### src/hdl/assert_macros.svh
// Assertion macros shared by the multitouch slot tracker RTL.
// Define NO_ASSERTIONS to compile every check away.
`ifndef ASSERT_MACROS_SVH
`define ASSERT_MACROS_SVH
`ifndef NO_ASSERTIONS
`define MST_ASSERT_IMPL(label, clk, rst_n, ante, cons) \
	label: assert property (@(posedge clk) disable iff (!rst_n) (ante) |-> (cons)) \
		else $error("same-cycle check failed");
`define MST_ASSERT_NEXT(label, clk, rst_n, ante, cons) \
	label: assert property (@(posedge clk) disable iff (!rst_n) (ante) |=> (cons)) \
		else $error("next-cycle check failed");
`else
`define MST_ASSERT_IMPL(label, clk, rst_n, ante, cons)
`define MST_ASSERT_NEXT(label, clk, rst_n, ante, cons)
`endif
`endif

### src/hdl/mst_pkg.sv
// Types, codes and helper functions of the multitouch slot tracker.
// Used by mst_scale_div and multitouch_slot_event_tracker_top.
package mst_pkg;

	localparam int RAW_W    = 16;
	localparam int SCREEN_W = 14;
	localparam int QUOT_W   = RAW_W + SCREEN_W;
	localparam int POS_W    = 13;
	localparam int FINGER_W = 6;
	localparam int CFG_IDX_W  = 3;
	localparam int CFG_DATA_W = 16;

	// Event types and codes.
	localparam logic [4:0] EV_SYN = 5'd0;
	localparam logic [4:0] EV_ABS = 5'd3;
	localparam logic [9:0] CODE_SYN_REPORT = 10'h000;
	localparam logic [9:0] CODE_SLOT = 10'h02F;
	localparam logic [9:0] CODE_POS_X = 10'h035;
	localparam logic [9:0] CODE_POS_Y = 10'h036;

	// Result kinds.
	localparam logic [1:0] KIND_DOWN   = 2'd0;
	localparam logic [1:0] KIND_MOTION = 2'd1;
	localparam logic [1:0] KIND_UP     = 2'd2;

	// Configuration register indexes.
	localparam logic [CFG_IDX_W-1:0] REG_SCREEN_WIDTH  = 3'd0;
	localparam logic [CFG_IDX_W-1:0] REG_SCREEN_HEIGHT = 3'd1;
	localparam logic [CFG_IDX_W-1:0] REG_TOUCH_X_LIMIT = 3'd2;
	localparam logic [CFG_IDX_W-1:0] REG_TOUCH_Y_LIMIT = 3'd3;
	localparam logic [CFG_IDX_W-1:0] REG_OFFSET_X      = 3'd4;
	localparam logic [CFG_IDX_W-1:0] REG_OFFSET_Y      = 3'd5;

	localparam logic [SCREEN_W-1:0] SCREEN_WIDTH_RESET  = 14'd1024;
	localparam logic [SCREEN_W-1:0] SCREEN_HEIGHT_RESET = 14'd768;
	localparam logic [RAW_W-1:0]    LIMIT_RESET         = 16'd4095;
	localparam logic [RAW_W-1:0]    RAW_MAX             = 16'hFFFF;

	typedef struct packed {
		logic                start;
		logic [RAW_W-1:0]    raw;
		logic [SCREEN_W-1:0] scale;
		logic [RAW_W-1:0]    limit;
	} div_req_t;

	typedef struct packed {
		logic              done;
		logic [QUOT_W-1:0] quot;
	} div_rsp_t;

	// Adds the calibration to a scaled coordinate and clamps it to the screen.
	function automatic logic [POS_W-1:0] clamp_pos(input logic [QUOT_W-1:0] quot,
		input logic signed [SCREEN_W-1:0] off, input logic [SCREEN_W-1:0] screen);
		logic signed [31:0] v;
		logic [POS_W-1:0]   hi;
		logic [POS_W-1:0]   res;
		v = $signed({2'b00, quot}) + $signed({{(32-SCREEN_W){off[SCREEN_W-1]}}, off});
		hi = (screen > 14'd8192) ? 13'd8191 : POS_W'(screen - 14'd1);
		if (screen == '0 || v < 0) begin
			res = '0;
		end else if (v > $signed({19'd0, hi})) begin
			res = hi;
		end else begin
			res = v[POS_W-1:0];
		end
		return res;
	endfunction

endpackage

### src/hdl/mst_ram.sv
// Generic single-write, single-read RAM with a registered read port.
// No dependencies.
module mst_ram #(
	parameter int WIDTH = 16,
	parameter int DEPTH = 16
) (
	input  logic                                  clk,
	input  logic                                  we,
	input  logic [((DEPTH > 1) ? $clog2(DEPTH) : 1)-1:0] waddr,
	input  logic [WIDTH-1:0]                      wdata,
	input  logic [((DEPTH > 1) ? $clog2(DEPTH) : 1)-1:0] raddr,
	output logic [WIDTH-1:0]                      rdata
);
	logic [WIDTH-1:0] mem [DEPTH];
	logic [WIDTH-1:0] rdata_q;

	always_ff @(posedge clk) begin
		if (we) begin
			mem[waddr] <= wdata;
		end
		rdata_q <= mem[raddr];
	end

	assign rdata = rdata_q;
endmodule

### src/hdl/mst_scale_div.sv
// Shared scaling unit: multiplies a raw coordinate by the screen size, then
// divides by the sensor limit one quotient bit per cycle. Uses mst_pkg.
module mst_scale_div (
	input  logic              clk,
	input  logic              arst_n,
	input  mst_pkg::div_req_t req,
	output mst_pkg::div_rsp_t rsp
);
	import mst_pkg::*;

	localparam int CNT_W = $clog2(QUOT_W + 1);

	logic              run_q;
	logic              done_q;
	logic [CNT_W-1:0]  cnt_q;
	logic [QUOT_W-1:0] quo_q;
	logic [RAW_W-1:0]  rem_q;
	logic [RAW_W-1:0]  dvs_q;
	logic [RAW_W:0]    shifted;
	logic [RAW_W:0]    diff;
	logic              sub_ok;

	assign shifted = {rem_q, quo_q[QUOT_W-1]};
	assign diff    = shifted - {1'b0, dvs_q};
	assign sub_ok  = shifted >= {1'b0, dvs_q};

	always_ff @(posedge clk or negedge arst_n) begin
		if (!arst_n) begin
			run_q  <= 1'b0;
			done_q <= 1'b0;
			cnt_q  <= '0;
		end else begin
			done_q <= 1'b0;
			if (req.start) begin
				run_q <= 1'b1;
				cnt_q <= CNT_W'(QUOT_W);
			end else if (run_q) begin
				cnt_q <= cnt_q - 1'b1;
				if (cnt_q == CNT_W'(1)) begin
					run_q  <= 1'b0;
					done_q <= 1'b1;
				end
			end
		end
	end

	// The product is registered in the dividend before the first step.
	always_ff @(posedge clk) begin
		if (req.start) begin
			quo_q <= {{SCREEN_W{1'b0}}, req.raw} * {{RAW_W{1'b0}}, req.scale};
			rem_q <= '0;
			dvs_q <= (req.limit == '0) ? RAW_W'(1) : req.limit;
		end else if (run_q) begin
			rem_q <= sub_ok ? diff[RAW_W-1:0] : shifted[RAW_W-1:0];
			quo_q <= {quo_q[QUOT_W-2:0], sub_ok};
		end
	end

	assign rsp.done = done_q;
	assign rsp.quot = quo_q;
endmodule

### src/hdl/multitouch_slot_event_tracker_top.sv
// Top level of the multitouch slot tracker: event decode, slot stores,
// sync-report sequencer and result register. Uses mst_pkg, mst_ram, mst_scale_div.
`include "assert_macros.svh"

// Slot, position and other absolute events are taken while the block is idle. A sync
// report walks every slot: a slot that was not reported is passed over, while both
// coordinates of a reported slot go one after the other through a single bit-serial
// divider of 30 steps. A second walk over all slots finds the lifted fingers, and
// every result can wait in the emit state while the output side stalls. The block
// stalls its input for the whole walk. Results are handed over through an output
// register, so the next event is taken while the last one waits.
module multitouch_slot_event_tracker_top #(
	parameter int MAX_SLOTS = 16
) (
	input  logic                                       clk,
	input  logic                                       arst_n,
	input  logic                                       cfg_valid,
	output logic                                       cfg_ready,
	input  logic [mst_pkg::CFG_IDX_W-1:0]              cfg_index,
	input  logic [mst_pkg::CFG_DATA_W-1:0]             cfg_data,
	input  logic                                       in_valid,
	output logic                                       in_stall,
	input  logic [4:0]                                 event_type,
	input  logic [9:0]                                 event_code,
	input  logic signed [31:0]                         event_value,
	output logic                                       out_valid,
	input  logic                                       out_stall,
	output logic [1:0]                                 touch_kind,
	output logic [mst_pkg::FINGER_W-1:0]               finger_id,
	output logic [mst_pkg::POS_W-1:0]                  pos_x,
	output logic [mst_pkg::POS_W-1:0]                  pos_y,
	output logic                                       last_of_run
);
	import mst_pkg::*;

	localparam int SLOT_W = (MAX_SLOTS > 1) ? $clog2(MAX_SLOTS) : 1;
	localparam logic [SLOT_W-1:0] SLOT_LAST = SLOT_W'(MAX_SLOTS - 1);

	typedef enum logic [8:0] {
		S_IDLE   = 9'b000000001,
		S_SCAN   = 9'b000000010,
		S_STARTX = 9'b000000100,
		S_DIVX   = 9'b000001000,
		S_DIVY   = 9'b000010000,
		S_DECIDE = 9'b000100000,
		S_EMIT   = 9'b001000000,
		S_UPSCAN = 9'b010000000,
		S_FLUSH  = 9'b100000000
	} state_t;

	state_t state_q, state_d, walk_next;

	// Configuration.
	logic [SCREEN_W-1:0]        scr_w_q, scr_h_q;
	logic [RAW_W-1:0]           lim_x_q, lim_y_q;
	logic signed [SCREEN_W-1:0] off_x_q, off_y_q;

	// Frame and slot state.
	logic [SLOT_W-1:0]    sel_slot_q;
	logic                 sel_ok_q;
	logic [MAX_SLOTS-1:0] pending_q;
	logic [MAX_SLOTS-1:0] active_q;
	logic [SLOT_W-1:0]    slot_q;
	logic                 phase_q;

	// Work and result registers.
	logic [POS_W-1:0]    x_q, y_q;
	logic [1:0]          new_kind_q;
	logic [POS_W-1:0]    new_x_q, new_y_q;
	logic                hold_v_q;
	logic [1:0]          hold_kind_q;
	logic [SLOT_W-1:0]   hold_id_q;
	logic [POS_W-1:0]    hold_x_q, hold_y_q;
	logic                out_valid_q;
	logic [1:0]          kind_q;
	logic [FINGER_W-1:0] id_q;
	logic [POS_W-1:0]    pos_x_q, pos_y_q;
	logic                last_q;

	// Decode.
	logic             acc, is_abs, is_pos_x, is_pos_y, is_sync, pos_ok, first_pos;
	logic             slot_val_ok;
	logic [RAW_W-1:0] raw_sat;
	logic             adv, last_slot, out_free, load_out, load_last, take_new;

	logic [RAW_W-1:0]     raw_x_rd, raw_y_rd;
	logic [2*POS_W-1:0]   last_rd;
	div_req_t             dreq;
	div_rsp_t             drsp;
	logic [POS_W-1:0]     div_pos;

	assign cfg_ready = 1'b1;
	assign in_stall  = (state_q != S_IDLE);

	assign acc       = in_valid && !in_stall;
	assign is_abs    = (event_type == EV_ABS);
	assign is_pos_x  = is_abs && (event_code == CODE_POS_X);
	assign is_pos_y  = is_abs && (event_code == CODE_POS_Y);
	assign is_sync   = (event_type == EV_SYN) && (event_code == CODE_SYN_REPORT);
	assign pos_ok    = acc && (is_pos_x || is_pos_y) && sel_ok_q;
	assign first_pos = !pending_q[sel_slot_q];
	assign slot_val_ok = !event_value[31] && (event_value[30:0] < 31'(MAX_SLOTS));
	assign raw_sat   = event_value[31] ? '0 :
		((|event_value[30:RAW_W]) ? RAW_MAX : event_value[RAW_W-1:0]);

	assign last_slot = (slot_q == SLOT_LAST);
	assign out_free  = !out_valid_q || !out_stall;

	// A coordinate that is not reported in the frame reads as zero.
	mst_ram #(.WIDTH(RAW_W), .DEPTH(MAX_SLOTS)) u_raw_x_ram (
		.clk   (clk),
		.we    (pos_ok && (is_pos_x || first_pos)),
		.waddr (sel_slot_q),
		.wdata (is_pos_x ? raw_sat : '0),
		.raddr (slot_q),
		.rdata (raw_x_rd)
	);

	mst_ram #(.WIDTH(RAW_W), .DEPTH(MAX_SLOTS)) u_raw_y_ram (
		.clk   (clk),
		.we    (pos_ok && (is_pos_y || first_pos)),
		.waddr (sel_slot_q),
		.wdata (is_pos_y ? raw_sat : '0),
		.raddr (slot_q),
		.rdata (raw_y_rd)
	);

	mst_ram #(.WIDTH(2 * POS_W), .DEPTH(MAX_SLOTS)) u_last_ram (
		.clk   (clk),
		.we    (state_q == S_DECIDE),
		.waddr (slot_q),
		.wdata ({x_q, y_q}),
		.raddr (slot_q),
		.rdata (last_rd)
	);

	always_comb begin
		dreq.start = (state_q == S_STARTX) || ((state_q == S_DIVX) && drsp.done);
		if (state_q == S_STARTX) begin
			dreq.raw   = raw_x_rd;
			dreq.scale = scr_w_q;
			dreq.limit = lim_x_q;
		end else begin
			dreq.raw   = raw_y_rd;
			dreq.scale = scr_h_q;
			dreq.limit = lim_y_q;
		end
	end

	mst_scale_div u_div (
		.clk    (clk),
		.arst_n (arst_n),
		.req    (dreq),
		.rsp    (drsp)
	);

	assign div_pos = (state_q == S_DIVX) ? clamp_pos(drsp.quot, off_x_q, scr_w_q)
		: clamp_pos(drsp.quot, off_y_q, scr_h_q);

	always_comb begin
		if (last_slot) begin
			walk_next = phase_q ? S_FLUSH : S_UPSCAN;
		end else begin
			walk_next = phase_q ? S_UPSCAN : S_SCAN;
		end
	end

	always_comb begin
		state_d   = state_q;
		adv       = 1'b0;
		load_out  = 1'b0;
		load_last = 1'b0;
		take_new  = 1'b0;
		unique case (state_q)
			S_IDLE: begin
				if (acc && is_sync) begin
					state_d = S_SCAN;
				end
			end
			S_SCAN: begin
				if (pending_q[slot_q]) begin
					state_d = S_STARTX;
				end else begin
					adv     = 1'b1;
					state_d = walk_next;
				end
			end
			S_STARTX: state_d = S_DIVX;
			S_DIVX: begin
				if (drsp.done) begin
					state_d = S_DIVY;
				end
			end
			S_DIVY: begin
				if (drsp.done) begin
					state_d = S_DECIDE;
				end
			end
			S_DECIDE: begin
				if (!active_q[slot_q] || last_rd != {x_q, y_q}) begin
					state_d = S_EMIT;
				end else begin
					adv     = 1'b1;
					state_d = walk_next;
				end
			end
			S_EMIT: begin
				// The newest result waits in the hold stage until we know
				// whether another one follows it.
				if (!hold_v_q) begin
					take_new = 1'b1;
				end else if (out_free) begin
					take_new = 1'b1;
					load_out = 1'b1;
				end
				if (take_new) begin
					adv     = 1'b1;
					state_d = walk_next;
				end
			end
			S_UPSCAN: begin
				if (active_q[slot_q] && !pending_q[slot_q]) begin
					state_d = S_EMIT;
				end else begin
					adv     = 1'b1;
					state_d = walk_next;
				end
			end
			S_FLUSH: begin
				if (!hold_v_q) begin
					state_d = S_IDLE;
				end else if (out_free) begin
					load_out  = 1'b1;
					load_last = 1'b1;
					state_d   = S_IDLE;
				end
			end
			default: state_d = S_IDLE;
		endcase
	end

	always_ff @(posedge clk or negedge arst_n) begin
		if (!arst_n) begin
			state_q     <= S_IDLE;
			scr_w_q     <= SCREEN_WIDTH_RESET;
			scr_h_q     <= SCREEN_HEIGHT_RESET;
			lim_x_q     <= LIMIT_RESET;
			lim_y_q     <= LIMIT_RESET;
			off_x_q     <= '0;
			off_y_q     <= '0;
			sel_slot_q  <= '0;
			sel_ok_q    <= 1'b1;
			pending_q   <= '0;
			active_q    <= '0;
			slot_q      <= '0;
			phase_q     <= 1'b0;
			hold_v_q    <= 1'b0;
			out_valid_q <= 1'b0;
		end else begin
			state_q <= state_d;

			if (cfg_valid && cfg_ready) begin
				case (cfg_index)
					REG_SCREEN_WIDTH:  scr_w_q <= cfg_data[SCREEN_W-1:0];
					REG_SCREEN_HEIGHT: scr_h_q <= cfg_data[SCREEN_W-1:0];
					REG_TOUCH_X_LIMIT: lim_x_q <= cfg_data;
					REG_TOUCH_Y_LIMIT: lim_y_q <= cfg_data;
					REG_OFFSET_X:      off_x_q <= $signed(cfg_data[SCREEN_W-1:0]);
					REG_OFFSET_Y:      off_y_q <= $signed(cfg_data[SCREEN_W-1:0]);
					default: ;
				endcase
			end

			// A bad slot number keeps the old slot but blocks position beats.
			if (acc && is_abs && event_code == CODE_SLOT) begin
				sel_ok_q <= slot_val_ok;
				if (slot_val_ok) begin
					sel_slot_q <= event_value[SLOT_W-1:0];
				end
			end
			if (pos_ok) begin
				pending_q[sel_slot_q] <= 1'b1;
			end

			if (acc && is_sync) begin
				slot_q  <= '0;
				phase_q <= 1'b0;
			end else if (adv) begin
				slot_q <= last_slot ? '0 : slot_q + 1'b1;
				if (last_slot) begin
					phase_q <= 1'b1;
				end
			end

			if (state_q == S_DECIDE) begin
				active_q[slot_q] <= 1'b1;
			end
			if (state_q == S_UPSCAN && active_q[slot_q] && !pending_q[slot_q]) begin
				active_q[slot_q] <= 1'b0;
			end
			if (state_q == S_FLUSH && state_d == S_IDLE) begin
				pending_q <= '0;
			end

			if (take_new) begin
				hold_v_q <= 1'b1;
			end else if (load_last) begin
				hold_v_q <= 1'b0;
			end

			if (load_out) begin
				out_valid_q <= 1'b1;
			end else if (!out_stall) begin
				out_valid_q <= 1'b0;
			end
		end
	end

	always_ff @(posedge clk) begin
		if (state_q == S_DIVX && drsp.done) begin
			x_q <= div_pos;
		end
		if (state_q == S_DIVY && drsp.done) begin
			y_q <= div_pos;
		end
		if (state_q == S_DECIDE) begin
			new_kind_q <= active_q[slot_q] ? KIND_MOTION : KIND_DOWN;
			new_x_q    <= x_q;
			new_y_q    <= y_q;
		end
		if (state_q == S_UPSCAN) begin
			new_kind_q <= KIND_UP;
			new_x_q    <= '0;
			new_y_q    <= '0;
		end
		if (take_new) begin
			hold_kind_q <= new_kind_q;
			hold_id_q   <= slot_q;
			hold_x_q    <= new_x_q;
			hold_y_q    <= new_y_q;
		end
		if (load_out) begin
			kind_q  <= hold_kind_q;
			id_q    <= FINGER_W'(hold_id_q);
			pos_x_q <= hold_x_q;
			pos_y_q <= hold_y_q;
			last_q  <= load_last;
		end
	end

	assign out_valid   = out_valid_q;
	assign touch_kind  = kind_q;
	assign finger_id   = id_q;
	assign pos_x       = pos_x_q;
	assign pos_y       = pos_y_q;
	assign last_of_run = last_q;

	`MST_ASSERT_IMPL(a_idle_hold_empty, clk, arst_n, state_q == S_IDLE, !hold_v_q)
	`MST_ASSERT_NEXT(a_frame_closed, clk, arst_n, state_q == S_FLUSH && state_d == S_IDLE, pending_q == '0)
	`MST_ASSERT_IMPL(a_up_at_origin, clk, arst_n, out_valid_q && kind_q == KIND_UP, pos_x_q == '0 && pos_y_q == '0)
	`MST_ASSERT_IMPL(a_div_in_walk, clk, arst_n, drsp.done, state_q == S_DIVX || state_q == S_DIVY)
endmodule

### config.mk
export PLATFORM = sky130hd
export DESIGN_NAME = multitouch_slot_event_tracker_top
export DESIGN_NICKNAME = d
export VERILOG_FILES = /design/src/hdl/mst_pkg.sv /design/src/hdl/mst_ram.sv /design/src/hdl/mst_scale_div.sv /design/src/hdl/multitouch_slot_event_tracker_top.sv
export VERILOG_INCLUDE_DIRS = /design/src /design/src/hdl
export SDC_FILE = /design/constraint.sdc
export NUM_CORES = 2
export LEC_CHECK = 0
export BUFFER_PORTS_ARGS = -buffer_cell sky130_fd_sc_hd__clkbuf_2
export CAP_MARGIN = 0
export CORE_ASPECT_RATIO = 2
export CORE_MARGIN = 5
export CORE_UTILIZATION = 30
export DETAILED_ROUTE_END_ITERATION = 12
export SETUP_SLACK_MARGIN = 0.1
export SYNTH_ARGS = -nofsm -noshare
export SYNTH_HDL_FRONTEND = slang
export SYNTH_SLANG_ARGS = --single-unit
### constraint.sdc
create_clock -name clk -period 8.34 [get_ports clk]
set_clock_uncertainty 0.15 [all_clocks]
set_input_delay 1.668 -clock clk [delete_from_list [all_inputs] [get_ports clk]]
set_output_delay 1.668 -clock clk [all_outputs]
set_load 0.1 [all_outputs]
==> metrics.yaml <==
cts.sinks: 1315
grt_start_max_net_pins: 140
route.detailed.drc: 0
first_iter_violations: 2487
seq_area_frac_synth_pct: 60.18
place.gp.congestion: 0.9395
fp.dieW_microns: 333.4
crit_path_end_kind: "flip-flop"
area_growth_pct: 14.97
synth_edf_count: 1065
grt_pass1_wl_mm: 251.6
antenna_found_initial: 8
fin_nets: 4843
die-height_microns: 656.8
status: "finished clean"
fin_crit_ns: 8.117
insertion_delay_ns: 0.74
yosys-top-cells-area: "edfxtp_1 (51%), mux4_2 (11%), fa_1 (5.4%)"
syn_area_per_cell_sq_um: 15.11
crit_top_cell: "inv_1"
cp.arrival_ns: 8.44
rows: 237
synth_top_area_cell: "edfxtp_1"
cpMaxStageDelayCell: "fa_2"
wl_per_cell_microns: 23.70
start_kind: "flip-flop"
cts_buffers: 109
timing.final.crit_share_pct: 97.33
placed_area_sq_mm: 0.06783
reg2reg_depth: 29
rsz0062_at_grt: "yes"
yosysTopAreaCellShare_pct: 50.96
worst_slew_pin_slew_ns: 1.232
yosys_warnings: 0
synth_area_sq_mm: 0.06275
vias: 36330
grtUsageTotal_pct: 15.26
slew_headroom_pct: 17.59
cts_max_level: 3
cpPeakStageDelay_ns: 0.56
route.antenna.remaining_nets: 0
coreArea_sq_mm: 0.2082
critPathMaxFanout: 9
path_clk_slew_ns: 0.08
whs_path_depth: 0
setup_viol: 0
async_flop_share_pct: 11.25
netlist_instances: 4152
wirelength_mm: 171.6
slew_viol_final: 0
initial_core_util_pct: 30.15
ios: 109
criticalPathCategory: "flip-flop to flip-flop"
synthTopCellsByCount: "edfxtp_1 (1065), nand2_1 (334), mux4_2 (305), nor2_1 (294), inv_1 (282)"
cts_root_buf: "clkbuf_16"
dp_hpwl_mm: 118.8
stdcell_area_sq_mm: 0.07215
port-buffer-count: 105
synth.distinct_cells: 89
fmax_ghz: 0.1232
grt_overflow: 0
cts_tree: "built"
synth_most_common_cell: "edfxtp_1"
first_pass_iters: 7
ys.flop_type: "edfxtp_1"
holdWs_ns: 0.2351
worstPathRequired_ns: 8.66
drive_above_1_share_pct: 23.80
grt_pass1_vias: 38680
clk_path_buf_depth: 3
hold_buffers: 0
drv.max_cap_violation_count: 0
viasPerCell: 5.017
hp-class: "flip-flop to flip-flop"
fillerInstances: 19940
ys_ff_latch: 1315
fp.dieArea_sq_mm: 0.2190
hold_violations: 0
## cell type report
class / instances / area, sq um / share of cell area (%)
flip-flops and latches: 1315 / 37780 / 52.36
multi-input cells: 2395 / 23950 / 33.20
well taps: 2748 / 3438 / 4.766
clock buffers: 152 / 3052 / 4.230
repair buffers: 293 / 2057 / 2.851
inverters: 282 / 1059 / 1.467
clock inverters: 54 / 805.8 / 1.117
diodes: 2 / 5.005 / 0.006937
## cell usage in the layout (no fill, tap or decap), drive strengths merged, types with 42 or more instances in the layout
cell | Yosys | final
a21o | 45 | 45
a21oi | 166 | 166
buf | 31 | 188
clkbuf | 130 | 257
dfrtp | 119 | 119
dfxtp | 102 | 102
edfxtp | 1065 | 1065
fa | 168 | 168
ha | 208 | 208
inv | 282 | 288
mux2 | 129 | 129
mux2i | 71 | 71
mux4 | 305 | 305
nand2 | 334 | 334
nor2 | 294 | 294
nor3 | 50 | 50
o21ai | 87 | 87
xnor2 | 85 | 85
xor2 | 42 | 42
## sequential cells by signal (all words and copies together), names as in the netlist, 14 cells and up, named ones only
register and cells:
u_last_ram.rdata 26, u_last_ram.mem 416, lim_x_q 16, u_raw_x_ram.mem 256, off_x_q 14, u_raw_y_ram.rdata 16
u_div.dvs_q 16, scr_w_q 14, u_raw_x_ram.rdata 16, scr_h_q 14, u_div.quo_q 30, u_raw_y_ram.mem 256
u_div.rem_q 16, active_q 15, off_y_q 14, pending_q 16, lim_y_q 16
## stage by stage
stage	util [%]	worst slack, ns	instances	setup TNS (ns)
6_report	34.66	0.2226	7241	0
5_1_grt	34.66	-0.01442	7240	-0.01442
2_1_floorplan	-	0.1013	4153	0
3_3_place_gp	32.58	-0.08355	7021	-0.1936
4_1_cts	34.46	0.06569	7228	0
3_5_place_dp	32.58	-0.02038	7021	-0.02038
## path summary, 6_finish.rpt
check / start / endpoint / slack (ns)
max: state_q[4]$_DFF_PN0_ / u_div.quo_q[25]$_DFFE_PP_ / 0.22
min: new_y_q[5]$_SDFFE_PP0P_ / hold_y_q[5]$_DFFE_PP_ / 0.24
max reg2reg: state_q[4]$_DFF_PN0_ / u_div.quo_q[25]$_DFFE_PP_ / 0.22
min reg2reg: new_y_q[5]$_SDFFE_PP0P_ / hold_y_q[5]$_DFFE_PP_ / 0.24
max in group asynchronous: arst_n / slot_q[3]$_DFFE_PN0P_ / 5.79
min in group asynchronous: arst_n / off_x_q[1]$_DFFE_PN0P_ / 0.89
## metal layers
metal	routed length [microns]	share of wire (%)	track usage (%)	vias up
li1	-	-	-	16050
met1	59270	35	16.03	18980
met2	95540	56	29.74	960
met3	7141	4.2	1.804	333
met4	9627	5.6	7.398	10
met5	67	0.039	0	-
## repair_timing
| item | in CTS | in global routing |
|---|---|---|
| endpoints found under the setup margin | 6 | 8 |
| resized for setup | 9 | 62 |
| setup buffers | 1 | 10 |
| cloned | 0 | 1 |
| pin swaps | 0 | 21 |
## worst max-delay path: cells and delay by family (launching register included)
kind | cells | cell delay [ns]
AOI/OAI and AO/OA | 6 | 1.25
adders and majority gates | 7 | 3.26
and+or+nand+nor | 7 | 1.59
muxes | 1 | 0.32
DFF | 1 | 0.40
buffers and inverters | 8 | 0.88
## cell families (layout without fill, tap and decap cells)
family / count (synthesis) / in the layout / synth area share [%]
flops: 1315 / 1315 / 60.18
simple gates: 902 / 902 / 6.480
mux: 505 / 505 / 14.39
compound gates: 482 / 482 / 4.951
buf+inv: 443 / 781 / 2.710
fa+ha+maj: 376 / 376 / 9.507
xor+xnor: 127 / 127 / 1.772
other cells: 2 / 5 / 0.01197
Power is not shown: default switching activity piles up to over one toggle a cycle in this logic, so the estimate is an artifact.
